===== src/hw/rtl/mrgc_pkg.sv =====
// Shared types and constants for the Manhattan radial gradient color block.
// No dependencies.
package mrgc_pkg;

	// Coordinate width of pixels and center
	localparam int COORD_BITS  = 12;
	localparam int RADIUS_BITS = 13;
	localparam int COLOR_BITS  = 24;
	localparam int CHAN_BITS   = 8;
	localparam int NUM_CHANS   = 3;

	// Sum of two coordinate differences, and a width that also holds the radius
	localparam int DIST_BITS = COORD_BITS + 1;
	localparam int CMP_BITS  = (DIST_BITS > RADIUS_BITS) ? DIST_BITS : RADIUS_BITS;

	// d * c with d < r: quotient by r always fits one channel
	localparam int PROD_BITS = RADIUS_BITS + CHAN_BITS;
	localparam int QUOT_BITS = CHAN_BITS;

	localparam int CFG_IDX_BITS  = 3;
	localparam int CFG_DATA_BITS = COLOR_BITS;

	typedef enum logic [CFG_IDX_BITS-1:0] {
		REG_START_COLOR = 3'd0,
		REG_END_COLOR   = 3'd1,
		REG_FADE_RADIUS = 3'd2,
		REG_CENTER_X    = 3'd3,
		REG_CENTER_Y    = 3'd4
	} cfg_reg_t;

	typedef struct packed {
		logic [COORD_BITS-1:0] pixel_x;
		logic [COORD_BITS-1:0] pixel_y;
	} pix_req_t;

	typedef struct packed {
		logic [CHAN_BITS-1:0] out_red;
		logic [CHAN_BITS-1:0] out_green;
		logic [CHAN_BITS-1:0] out_blue;
	} color_req_t;

	// Channel k of a packed color: 0 red, 1 green, 2 blue
	function automatic logic [CHAN_BITS-1:0] chan(input logic [COLOR_BITS-1:0] word,
		input int k);
		logic [COLOR_BITS-1:0] sh;
		sh = word >> (CHAN_BITS * (NUM_CHANS - 1 - k));
		return sh[CHAN_BITS-1:0];
	endfunction

endpackage


===== src/hw/rtl/mrgc_dist.sv =====
// Two-stage Manhattan distance and radius compare.
// Depends on mrgc_pkg.
module mrgc_dist (
	input  logic                        clk,
	input  logic                        en,
	input  mrgc_pkg::pix_req_t          pix,
	input  logic [mrgc_pkg::COORD_BITS-1:0]  center_x,
	input  logic [mrgc_pkg::COORD_BITS-1:0]  center_y,
	input  logic [mrgc_pkg::RADIUS_BITS-1:0] radius,
	output logic [mrgc_pkg::CMP_BITS-1:0]    dsum,
	output logic                        far
);
	import mrgc_pkg::*;

	logic [COORD_BITS-1:0] dx_s1, dy_s1;
	logic [CMP_BITS-1:0]   d_s2;
	logic                  far_s2;
	logic [CMP_BITS-1:0]   d_sum;

	// s1: absolute differences
	always_ff @(posedge clk) begin
		if (en) begin
			dx_s1 <= (center_x >= pix.pixel_x) ? center_x - pix.pixel_x
				: pix.pixel_x - center_x;
			dy_s1 <= (center_y >= pix.pixel_y) ? center_y - pix.pixel_y
				: pix.pixel_y - center_y;
		end
	end

	assign d_sum = CMP_BITS'(dx_s1) + CMP_BITS'(dy_s1);

	// s2: sum and compare against the radius
	always_ff @(posedge clk) begin
		if (en) begin
			d_s2   <= d_sum;
			far_s2 <= (d_sum >= CMP_BITS'(radius));
		end
	end

	assign dsum = d_s2;
	assign far  = far_s2;

endmodule


===== src/hw/rtl/mrgc_div.sv =====
// Pipelined restoring divider, one quotient bit per stage.
// Assumes num < den << QUOT_BITS. Depends on mrgc_pkg.
module mrgc_div (
	input  logic                             clk,
	input  logic                             en,
	input  logic [mrgc_pkg::PROD_BITS-1:0]   num,
	input  logic [mrgc_pkg::RADIUS_BITS-1:0] den,
	output logic [mrgc_pkg::QUOT_BITS-1:0]   quot
);
	import mrgc_pkg::*;

	logic [PROD_BITS-1:0] rem_s [QUOT_BITS];
	logic [QUOT_BITS-1:0] quo_s [QUOT_BITS];

	for (genvar i = 0; i < QUOT_BITS; i++) begin : g_stage
		localparam int BIT = QUOT_BITS - 1 - i;
		logic [PROD_BITS-1:0] rem_in, den_sh;
		logic [QUOT_BITS-1:0] quo_in;
		logic                 ge;

		if (i == 0) begin : g_first
			assign rem_in = num;
			assign quo_in = '0;
		end else begin : g_next
			assign rem_in = rem_s[i-1];
			assign quo_in = quo_s[i-1];
		end

		assign den_sh = PROD_BITS'(den) << BIT;
		assign ge     = (rem_in >= den_sh);

		always_ff @(posedge clk) begin
			if (en) begin
				rem_s[i] <= ge ? rem_in - den_sh : rem_in;
				quo_s[i] <= quo_in | (QUOT_BITS'(ge) << BIT);
			end
		end
	end

	assign quot = quo_s[QUOT_BITS-1];

endmodule


===== src/hw/rtl/manhattan_radial_gradient_color.sv =====
// Manhattan radial gradient color generator, top level.
// Depends on mrgc_pkg, mrgc_dist, mrgc_div.
//
// One pixel coordinate per request goes in, one RGB color per request comes out, in
// order. Each channel is start - floor(d*start/r) + floor(d*end/r), where d is the
// Manhattan distance to the center and r the fade radius; at d >= r (so always when
// r is zero) the end color is returned unchanged. Throughput is one request per
// clock while no result is held by out_stall. A request passes through the distance
// and radius compare, the six d*color products, the divider pipeline (one quotient
// bit per stage) and the final blend into the output register. The whole pipeline
// moves as one: when a finished result is held by out_stall, every stage freezes and
// in_stall rises in the same cycle, so nothing is dropped or repeated. The user must
// write registers through cfg_wen/cfg_index/cfg_wdata only while no request is in
// flight (not enforced); unknown indexes are ignored and all registers reset to zero.
module manhattan_radial_gradient_color (
	input  logic                               clk,
	input  logic                               arst_n,

	input  logic                               cfg_wen,
	input  logic [mrgc_pkg::CFG_IDX_BITS-1:0]  cfg_index,
	input  logic [mrgc_pkg::CFG_DATA_BITS-1:0] cfg_wdata,

	input  logic                               in_valid,
	output logic                               in_stall,
	input  mrgc_pkg::pix_req_t                 in_req,

	output logic                               out_valid,
	input  logic                               out_stall,
	output mrgc_pkg::color_req_t               out_req
);
	import mrgc_pkg::*;

	// stages: dist (2), product (1), divider (QUOT_BITS), blend (1)
	localparam int DEPTH = 3 + QUOT_BITS + 1;

	// configuration
	logic [COLOR_BITS-1:0]  start_color_q, end_color_q;
	logic [RADIUS_BITS-1:0] fade_radius_q;
	logic [COORD_BITS-1:0]  center_x_q, center_y_q;

	always_ff @(posedge clk or negedge arst_n) begin
		if (!arst_n) begin
			start_color_q <= '0;
			end_color_q   <= '0;
			fade_radius_q <= '0;
			center_x_q    <= '0;
			center_y_q    <= '0;
		end else if (cfg_wen) begin
			unique case (cfg_reg_t'(cfg_index))
				REG_START_COLOR: start_color_q <= cfg_wdata[COLOR_BITS-1:0];
				REG_END_COLOR:   end_color_q   <= cfg_wdata[COLOR_BITS-1:0];
				REG_FADE_RADIUS: fade_radius_q <= cfg_wdata[RADIUS_BITS-1:0];
				REG_CENTER_X:    center_x_q    <= cfg_wdata[COORD_BITS-1:0];
				REG_CENTER_Y:    center_y_q    <= cfg_wdata[COORD_BITS-1:0];
				default: ;
			endcase
		end
	end

	// global advance: only a held result at the output stops the pipe
	logic en;
	assign en       = !(out_valid && out_stall);
	assign in_stall = !en;

	// valid bits, one per stage
	logic [DEPTH-1:0] vld_s;

	always_ff @(posedge clk or negedge arst_n) begin
		if (!arst_n) begin
			vld_s <= '0;
		end else if (en) begin
			vld_s <= {vld_s[DEPTH-2:0], in_valid};
		end
	end

	// s1..s2: distance
	logic [CMP_BITS-1:0] dist_s2;
	logic                far_s2;

	mrgc_dist u_dist (
		.clk      (clk),
		.en       (en),
		.pix      (in_req),
		.center_x (center_x_q),
		.center_y (center_y_q),
		.radius   (fade_radius_q),
		.dsum     (dist_s2),
		.far      (far_s2)
	);

	// s3: products; near pixels have d < r, so the low radius bits hold d
	logic [PROD_BITS-1:0] p_start_s3 [NUM_CHANS];
	logic [PROD_BITS-1:0] p_end_s3   [NUM_CHANS];
	logic                 far_s3;

	always_ff @(posedge clk) begin
		if (en) begin
			far_s3 <= far_s2;
			for (int k = 0; k < NUM_CHANS; k++) begin
				p_start_s3[k] <= PROD_BITS'(dist_s2[RADIUS_BITS-1:0])
					* PROD_BITS'(chan(start_color_q, k));
				p_end_s3[k]   <= PROD_BITS'(dist_s2[RADIUS_BITS-1:0])
					* PROD_BITS'(chan(end_color_q, k));
			end
		end
	end

	// s4..s11: dividers, far flag rides alongside
	logic [QUOT_BITS-1:0] q_start [NUM_CHANS];
	logic [QUOT_BITS-1:0] q_end   [NUM_CHANS];
	logic [QUOT_BITS-1:0] far_d_q;

	for (genvar k = 0; k < NUM_CHANS; k++) begin : g_chan
		mrgc_div u_div_start (
			.clk  (clk),
			.en   (en),
			.num  (p_start_s3[k]),
			.den  (fade_radius_q),
			.quot (q_start[k])
		);
		mrgc_div u_div_end (
			.clk  (clk),
			.en   (en),
			.num  (p_end_s3[k]),
			.den  (fade_radius_q),
			.quot (q_end[k])
		);
	end

	always_ff @(posedge clk) begin
		if (en) begin
			far_d_q <= {far_d_q[QUOT_BITS-2:0], far_s3};
		end
	end

	// s12: blend and output register
	logic [CHAN_BITS-1:0] mix [NUM_CHANS];
	color_req_t           res_s12;

	always_comb begin
		for (int k = 0; k < NUM_CHANS; k++) begin
			if (far_d_q[QUOT_BITS-1]) begin
				mix[k] = chan(end_color_q, k);
			end else begin
				mix[k] = chan(start_color_q, k) - q_start[k] + q_end[k];
			end
		end
	end

	always_ff @(posedge clk) begin
		if (en) begin
			res_s12.out_red   <= mix[0];
			res_s12.out_green <= mix[1];
			res_s12.out_blue  <= mix[2];
		end
	end

	assign out_valid = vld_s[DEPTH-1];
	assign out_req   = res_s12;

endmodule


===== config.mk =====
export PLATFORM = sky130hd
export DESIGN_NAME = manhattan_radial_gradient_color
export DESIGN_NICKNAME = d
export VERILOG_FILES = /design/src/hw/rtl/mrgc_pkg.sv /design/src/hw/rtl/mrgc_dist.sv /design/src/hw/rtl/mrgc_div.sv /design/src/hw/rtl/manhattan_radial_gradient_color.sv
export SDC_FILE = /design/constraint.sdc
export NUM_CORES = 2
export LEC_CHECK = 0
export BUFFER_PORTS_ARGS = -buffer_cell sky130_fd_sc_hd__buf_2
export CORE_MARGIN = 3
export CORE_UTILIZATION = 59
export CTS_CLUSTER_SIZE = 16
export DETAILED_ROUTE_END_ITERATION = 6
export HOLD_SLACK_MARGIN = 0.15
export PLACE_DENSITY = 0.78
export SLEW_MARGIN = 5
export SYNTH_ARGS = -nofsm -noshare
export SYNTH_HDL_FRONTEND = slang
export SYNTH_SLANG_ARGS = --single-unit
export TNS_END_PERCENT = 1

===== constraint.sdc =====
create_clock -name clk -period 42.6 [get_ports clk]
set_input_delay 0 -clock clk [delete_from_list [all_inputs] [get_ports clk]]
set_output_delay 0 -clock clk [all_outputs]
set_load 0.01 [all_outputs]

# Word-level counts from Yosys, hierarchy flattened
# Memory sizes are Yosys's and may differ from the RTL's.
# Cells that the tools add are included.
# word_totals
regBits	168
latchBits	0
ramBits	1518
rom_bits	0
out_inout_bits	26
memories	14
# memory_table
name	words	width	read_ports	rd_clocked_by_memory_dff	wr	line	source
g_chan[0].u_div_end.rem_s	8	21	7	0	8	mrgc_div.sv:12	logic [PROD_BITS-1:0] rem_s [QUOT_BITS];
g_chan[0].u_div_start.rem_s	8	21	7	0	8	mrgc_div.sv:12	
g_chan[1].u_div_end.rem_s	8	21	7	0	8	mrgc_div.sv:12	
g_chan[1].u_div_start.rem_s	8	21	7	0	8	mrgc_div.sv:12	
g_chan[2].u_div_end.rem_s	8	21	7	0	8	mrgc_div.sv:12	
g_chan[2].u_div_start.rem_s	8	21	7	0	8	mrgc_div.sv:12	
8 more memories	-	-	-	-	-	-	
# op_classes
add_sub_neg	59
mul	6
div	0
n_lt_le_gt_ge	51
n_eq_ne	4
shifts	0
muxes	54
n_bitwise	42
n_reduce_logical	7
# ops
op	count
21-bit two-way mux	48
21-bit by 13-bit greater-or-equal comparator with 1-bit output	6
21-bit by 14-bit greater-or-equal comparator with 1-bit output	6
21-bit by 15-bit greater-or-equal comparator with 1-bit output	6
21-bit by 16-bit greater-or-equal comparator with 1-bit output	6
21-bit by 17-bit greater-or-equal comparator with 1-bit output	6
21-bit by 18-bit greater-or-equal comparator with 1-bit output	6
21-bit by 19-bit greater-or-equal comparator with 1-bit output	6
21-bit by 20-bit greater-or-equal comparator with 1-bit output	6
13-bit by 8-bit multiplier with 21-bit output	6
21-bit by 13-bit subtractor with 21-bit output	6
21-bit by 14-bit subtractor with 21-bit output	6
21-bit by 15-bit subtractor with 21-bit output	6
21-bit by 16-bit subtractor with 21-bit output	6
21-bit by 17-bit subtractor with 21-bit output	6
21-bit by 18-bit subtractor with 21-bit output	6
21-bit by 19-bit subtractor with 21-bit output	6
21-bit by 20-bit subtractor with 21-bit output	6
8-bit by 1-bit bitwise OR with 8-bit output	6
8-bit by 2-bit bitwise OR with 8-bit output	6
8-bit by 3-bit bitwise OR with 8-bit output	6
8-bit by 4-bit bitwise OR with 8-bit output	6
8-bit by 5-bit bitwise OR with 8-bit output	6
8-bit by 6-bit bitwise OR with 8-bit output	6
16 further kinds	37

# Longest topological paths before layout
# An unclocked memory read counts as a cell.
# logic_depth
word_depth	4
mapped_depth	21
ltp_nobuf	19

# Modules after synthesis
# From an unflattened synthesis, not the netlist that was laid out.
# hier_totals
cells_unflattened	10068
hier_area_um2	105293.5
# by_module_without_submodules
mod	instances	cells_per_inst	area_per_inst_um2
mrgc_div (g_chan[0].u_div_start ...)	4	1089	11771.3
manhattan_radial_gradient_color	1	3051	30282.8
mrgc_div (g_chan[0].u_div_end)	1	1118	11902.7
mrgc_div (g_chan[2].u_div_start)	1	1078	11797.6
mrgc_dist	1	465	4225.3

# Worst setup path before layout
# OpenSTA, ideal clock, no wires.
# synth_path
kind	reg2reg
from	register vld_s[11]
to	register vld_s[10]
setup_time_ns	0.202
arrival_ns	39.931
path_slack_ns	2.467
stages_incl_launch_ff	4
n_path_buf	1
cell_sequence	dfrtp_1 -> nand2_1 -> buf_1 -> mux2_2
# synth_via
elab_chain_cells	1
# synth_rtl
item	line	source
start: declaration	manhattan_radial_gradient_color.sv:66	logic [DEPTH-1:0] vld_s;
start signal: assignment	manhattan_radial_gradient_color.sv:72	vld_s <= {vld_s[DEPTH-2:0], in_valid};
1-bit logical AND	manhattan_radial_gradient_color.sv:62	assign en = !(out_valid && out_stall);
# No other way between the ends.
# A chain may end at the register's enable or synchronous reset.

==> reports/metrics.cfg <==
[finish]
seq_area_um2 = 41300
multi_input_area_um2 = 56600
area_growth_pct = 9.59
fill_cells = 12915
fin_nets = 11347
n_antenna_cell = 0
drive_above_1_share = 0.0611

[timing]
slew_headroom = 0.168
tightest_slew_ns = 1.25
hold_violations = 0
fin_crit_ns = 6.10
period_share = 0.143
fmax_ghz = 0.164
grt_setup_unrepaired = no
skew_ns = 0.0572
fin_tns_setup_ns = 0
slew_viol_final = 0
final-setup-viol-count = 0

[die]
ioPinCount = 82
die_h_um = 422
initial_core_util = 0.594
core_um2 = 172000
dieWidth_um = 422
die_area_um2 = 178000
rows = 152

[synthesis]
async_flop_share = 0.0697
synth_edf_count = 1295
synth.avg_cell_area_um2 = 10.5
ys_seq_area_frac = 0.405
synth_seq_cells = 1392
syn-num-nets = 11184
synthCells = 9699
synth_cell_types = 97
synthFlopType = edfxtp_1
ys_warn_count = 0
synthesis.area_um2 = 102000

[cts]
clk_latency_ns = 0.84
clkSinkCount = 1392
cts_made_buffers = 155
cts_resized = 0
clock_path_buffers = 3
cts_tree = done
cts.clk_slew.worst_paths_ns = 0.06
htreeDepth = 4
cts_root_buf = clkbuf_16

[run_status]
run_status = finished, violations left
violations = design-rule violations

[run]
drv_cap = 0

[global_route]
grt_pass1_vias = 72623
grt_antenna_before_repair = 9
grt_first_pass_wirelength_um = 390000
overflow = 0
grt_max_degree = 207
track_usage = 0.273

[place]
numPortBuffers = 81
place_hpwl_um = 171000
place_congestion = 0.897

[critical_path]
crit_path_start_kind = flip-flop
worst-path-max-fanout = 26
worst_setup_path_end_kind = flip-flop
r2r_start = u_dist.dsum[2]
r2r_cells = 19
crit_type = reg -> reg
crit_required_ns = 43.17
timing.rr.end = p_start_s3[0][39]
r2r_slack_ns = 36.50
arrival_ns = 6.67

[routing]
dr.pass1.iters = 7
drc = 2
vias = 73695
wl_per_cell_um = 19.8
viasPerCell = 5.99
antenna_left = 0
drt_wl_total_um = 244000
drt_iter0_markers = 6799

[worst_hold_path]
min_path_type = in -> async

## Yosys cell counts (22+ instances only)
| library cell | n | area share |
|---|---|---|
| a2111oi_0 | 24 | 0.0021 |
| a211oi_1 | 63 | 0.0046 |
| a21boi_0 | 23 | 0.0017 |
| a21boi_1 | 35 | 0.0026 |
| a21o_1 | 220 | 0.016 |
| a21oi_1 | 560 | 0.027 |
| a31oi_1 | 42 | 0.0026 |
| and2_1 | 508 | 0.031 |
| and3_1 | 48 | 0.0029 |
| clkbuf_1 | 238 | 0.0087 |
| dfrtp_1 | 97 | 0.024 |
| edfxtp_1 | 1295 | 0.38 |
| fa_1 | 464 | 0.091 |
| ha_1 | 965 | 0.12 |
| inv_1 | 913 | 0.034 |
| mux2_1 | 57 | 0.0063 |
| mux2_2 | 98 | 0.011 |
| mux2i_1 | 72 | 0.0071 |
| nand2_1 | 775 | 0.028 |
| nand2b_1 | 120 | 0.0074 |
| nand3_1 | 121 | 0.0059 |
| nand4_1 | 69 | 0.0042 |
| nand4b_1 | 32 | 0.0027 |
| nor2_1 | 508 | 0.019 |
| nor2b_1 | 143 | 0.0088 |
| nor3_1 | 197 | 0.0097 |
| nor4_1 | 82 | 0.0050 |
| o211ai_1 | 31 | 0.0023 |
| o21a_1 | 93 | 0.0068 |
| o21ai_0 | 392 | 0.019 |
| o21ai_1 | 202 | 0.0099 |
| o21bai_1 | 51 | 0.0037 |
| o31ai_1 | 68 | 0.0050 |
| or2_2 | 22 | 0.0013 |
| or3_1 | 76 | 0.0047 |
| or4_1 | 35 | 0.0026 |
| xnor2_1 | 385 | 0.033 |
| xor2_1 | 287 | 0.025 |
## layout make-up
type | instances | area share
multi-input combinational | 7135 | 0.505
sequential | 1392 | 0.369
clock buffer | 182 | 0.0367
inverter | 918 | 0.0310
tap | 2310 | 0.0258
timing repair buffer | 260 | 0.0190
clock inverter | 108 | 0.0129
## state kept, by name (all words and copies together) (netlist names)
signal,count
g_chan.u_div_end.rem_s,441
g_chan.u_div_start.rem_s,441
g_chan.u_div_end.quo_s,108
g_chan.u_div_start.quo_s,108
p_end_s3,63
p_start_s3,63
end_color_q,24
out_req,24
start_color_q,24
fade_radius_q,13
u_dist.dsum,13
center_x_q,12
center_y_q,12
u_dist.dx_s1,12
u_dist.dy_s1,12
vld_s,12
far_d_q,8
far_s3,1
u_dist.far,1
## through the flow
step	util	setup WS, ns	cells	hold WS (ns)	area [um^2]
floorplan	-	2.47	9699	-0.296	102000
global route	0.651	36.23	12305	0.258	112000
CTS	0.651	36.58	12305	0.191	112000
finish	0.651	36.50	12305	0.267	112000
global placement	0.612	36.69	11902	0.0588	105000
detailed placement	0.612	36.62	11902	0.0681	105000
## worst max-delay path by stage
stage                        start           endpoint  slack (ns)  cells after the start
finish              u_dist.dsum[2]  p_start_s3[0][39]       36.50                     19
global route        u_dist.dsum[2]  p_start_s3[0][39]       36.23                     19
CTS                 u_dist.dsum[2]  p_start_s3[0][39]       36.58                     19
detailed placement  u_dist.dsum[2]  p_start_s3[0][39]       36.62                     19
global placement    u_dist.dsum[2]  p_start_s3[0][39]       36.69                     19
floorplan                vld_s[11]          vld_s[10]        2.47                      3
## per-layer routing
metal / share of wire / track usage / up-vias
met3: 0.081 / 0.0434 / 521
met4: 0.039 / 0.104 / 4
met2: 0.44 / 0.418 / 2912
met1: 0.44 / 0.393 / 35518
li1: - / - / 34740
met5: 0.00012 / 0 / -
## cells by family (layout without fill, tap and decap cells)
group | after synthesis | count (layout) | share of synthesized area
compound gates | 1998 | 1998 | 0.122
xor+xnor | 672 | 672 | 0.0576
fa+ha+maj | 1429 | 1429 | 0.209
buf+inv | 1172 | 1468 | 0.0432
flops | 1392 | 1392 | 0.405
mux | 227 | 227 | 0.0241
simple gates | 2809 | 2809 | 0.140
## what timing repair did
item,in CTS,in global routing
hold buffers,113,0
hold endpoints to repair,257,0
setup buffers,0,0
## worst max-delay path: stages, from the launching register on
cell,delay [ns]
edfxtp_1,0.81
buf_4,0.44
nand2_1,0.13
fa_1,0.51
fa_1,0.49
inv_1,0.05
fa_1,0.47
inv_1,0.05
fa_1,0.47
inv_1,0.04
ha_1,0.32
nand3_1,0.11
o211ai_1,0.11
o41ai_1,0.66
o211ai_1,0.29
nor4_1,0.24
nor2_1,0.11
a41oi_1,0.25
nor2b_1,0.19
xnor2_1,0.08
## cells in the final DEF (no fill, tap or decap), drive strengths merged, types with 199 or more instances in the layout
| cell type | n |
|---|---|
| nand2 | 775 |
| fa | 464 |
| a21o | 220 |
| ha | 965 |
| a21oi | 561 |
| xnor2 | 385 |
| inv | 922 |
| xor2 | 287 |
| nor2 | 508 |
| nor3 | 199 |
| o21ai | 594 |
| edfxtp | 1295 |
| and2 | 508 |
Power is left out: the tool's default activity adds up to more than one toggle a clock period on the data nets, which glitch-free logic cannot reach.
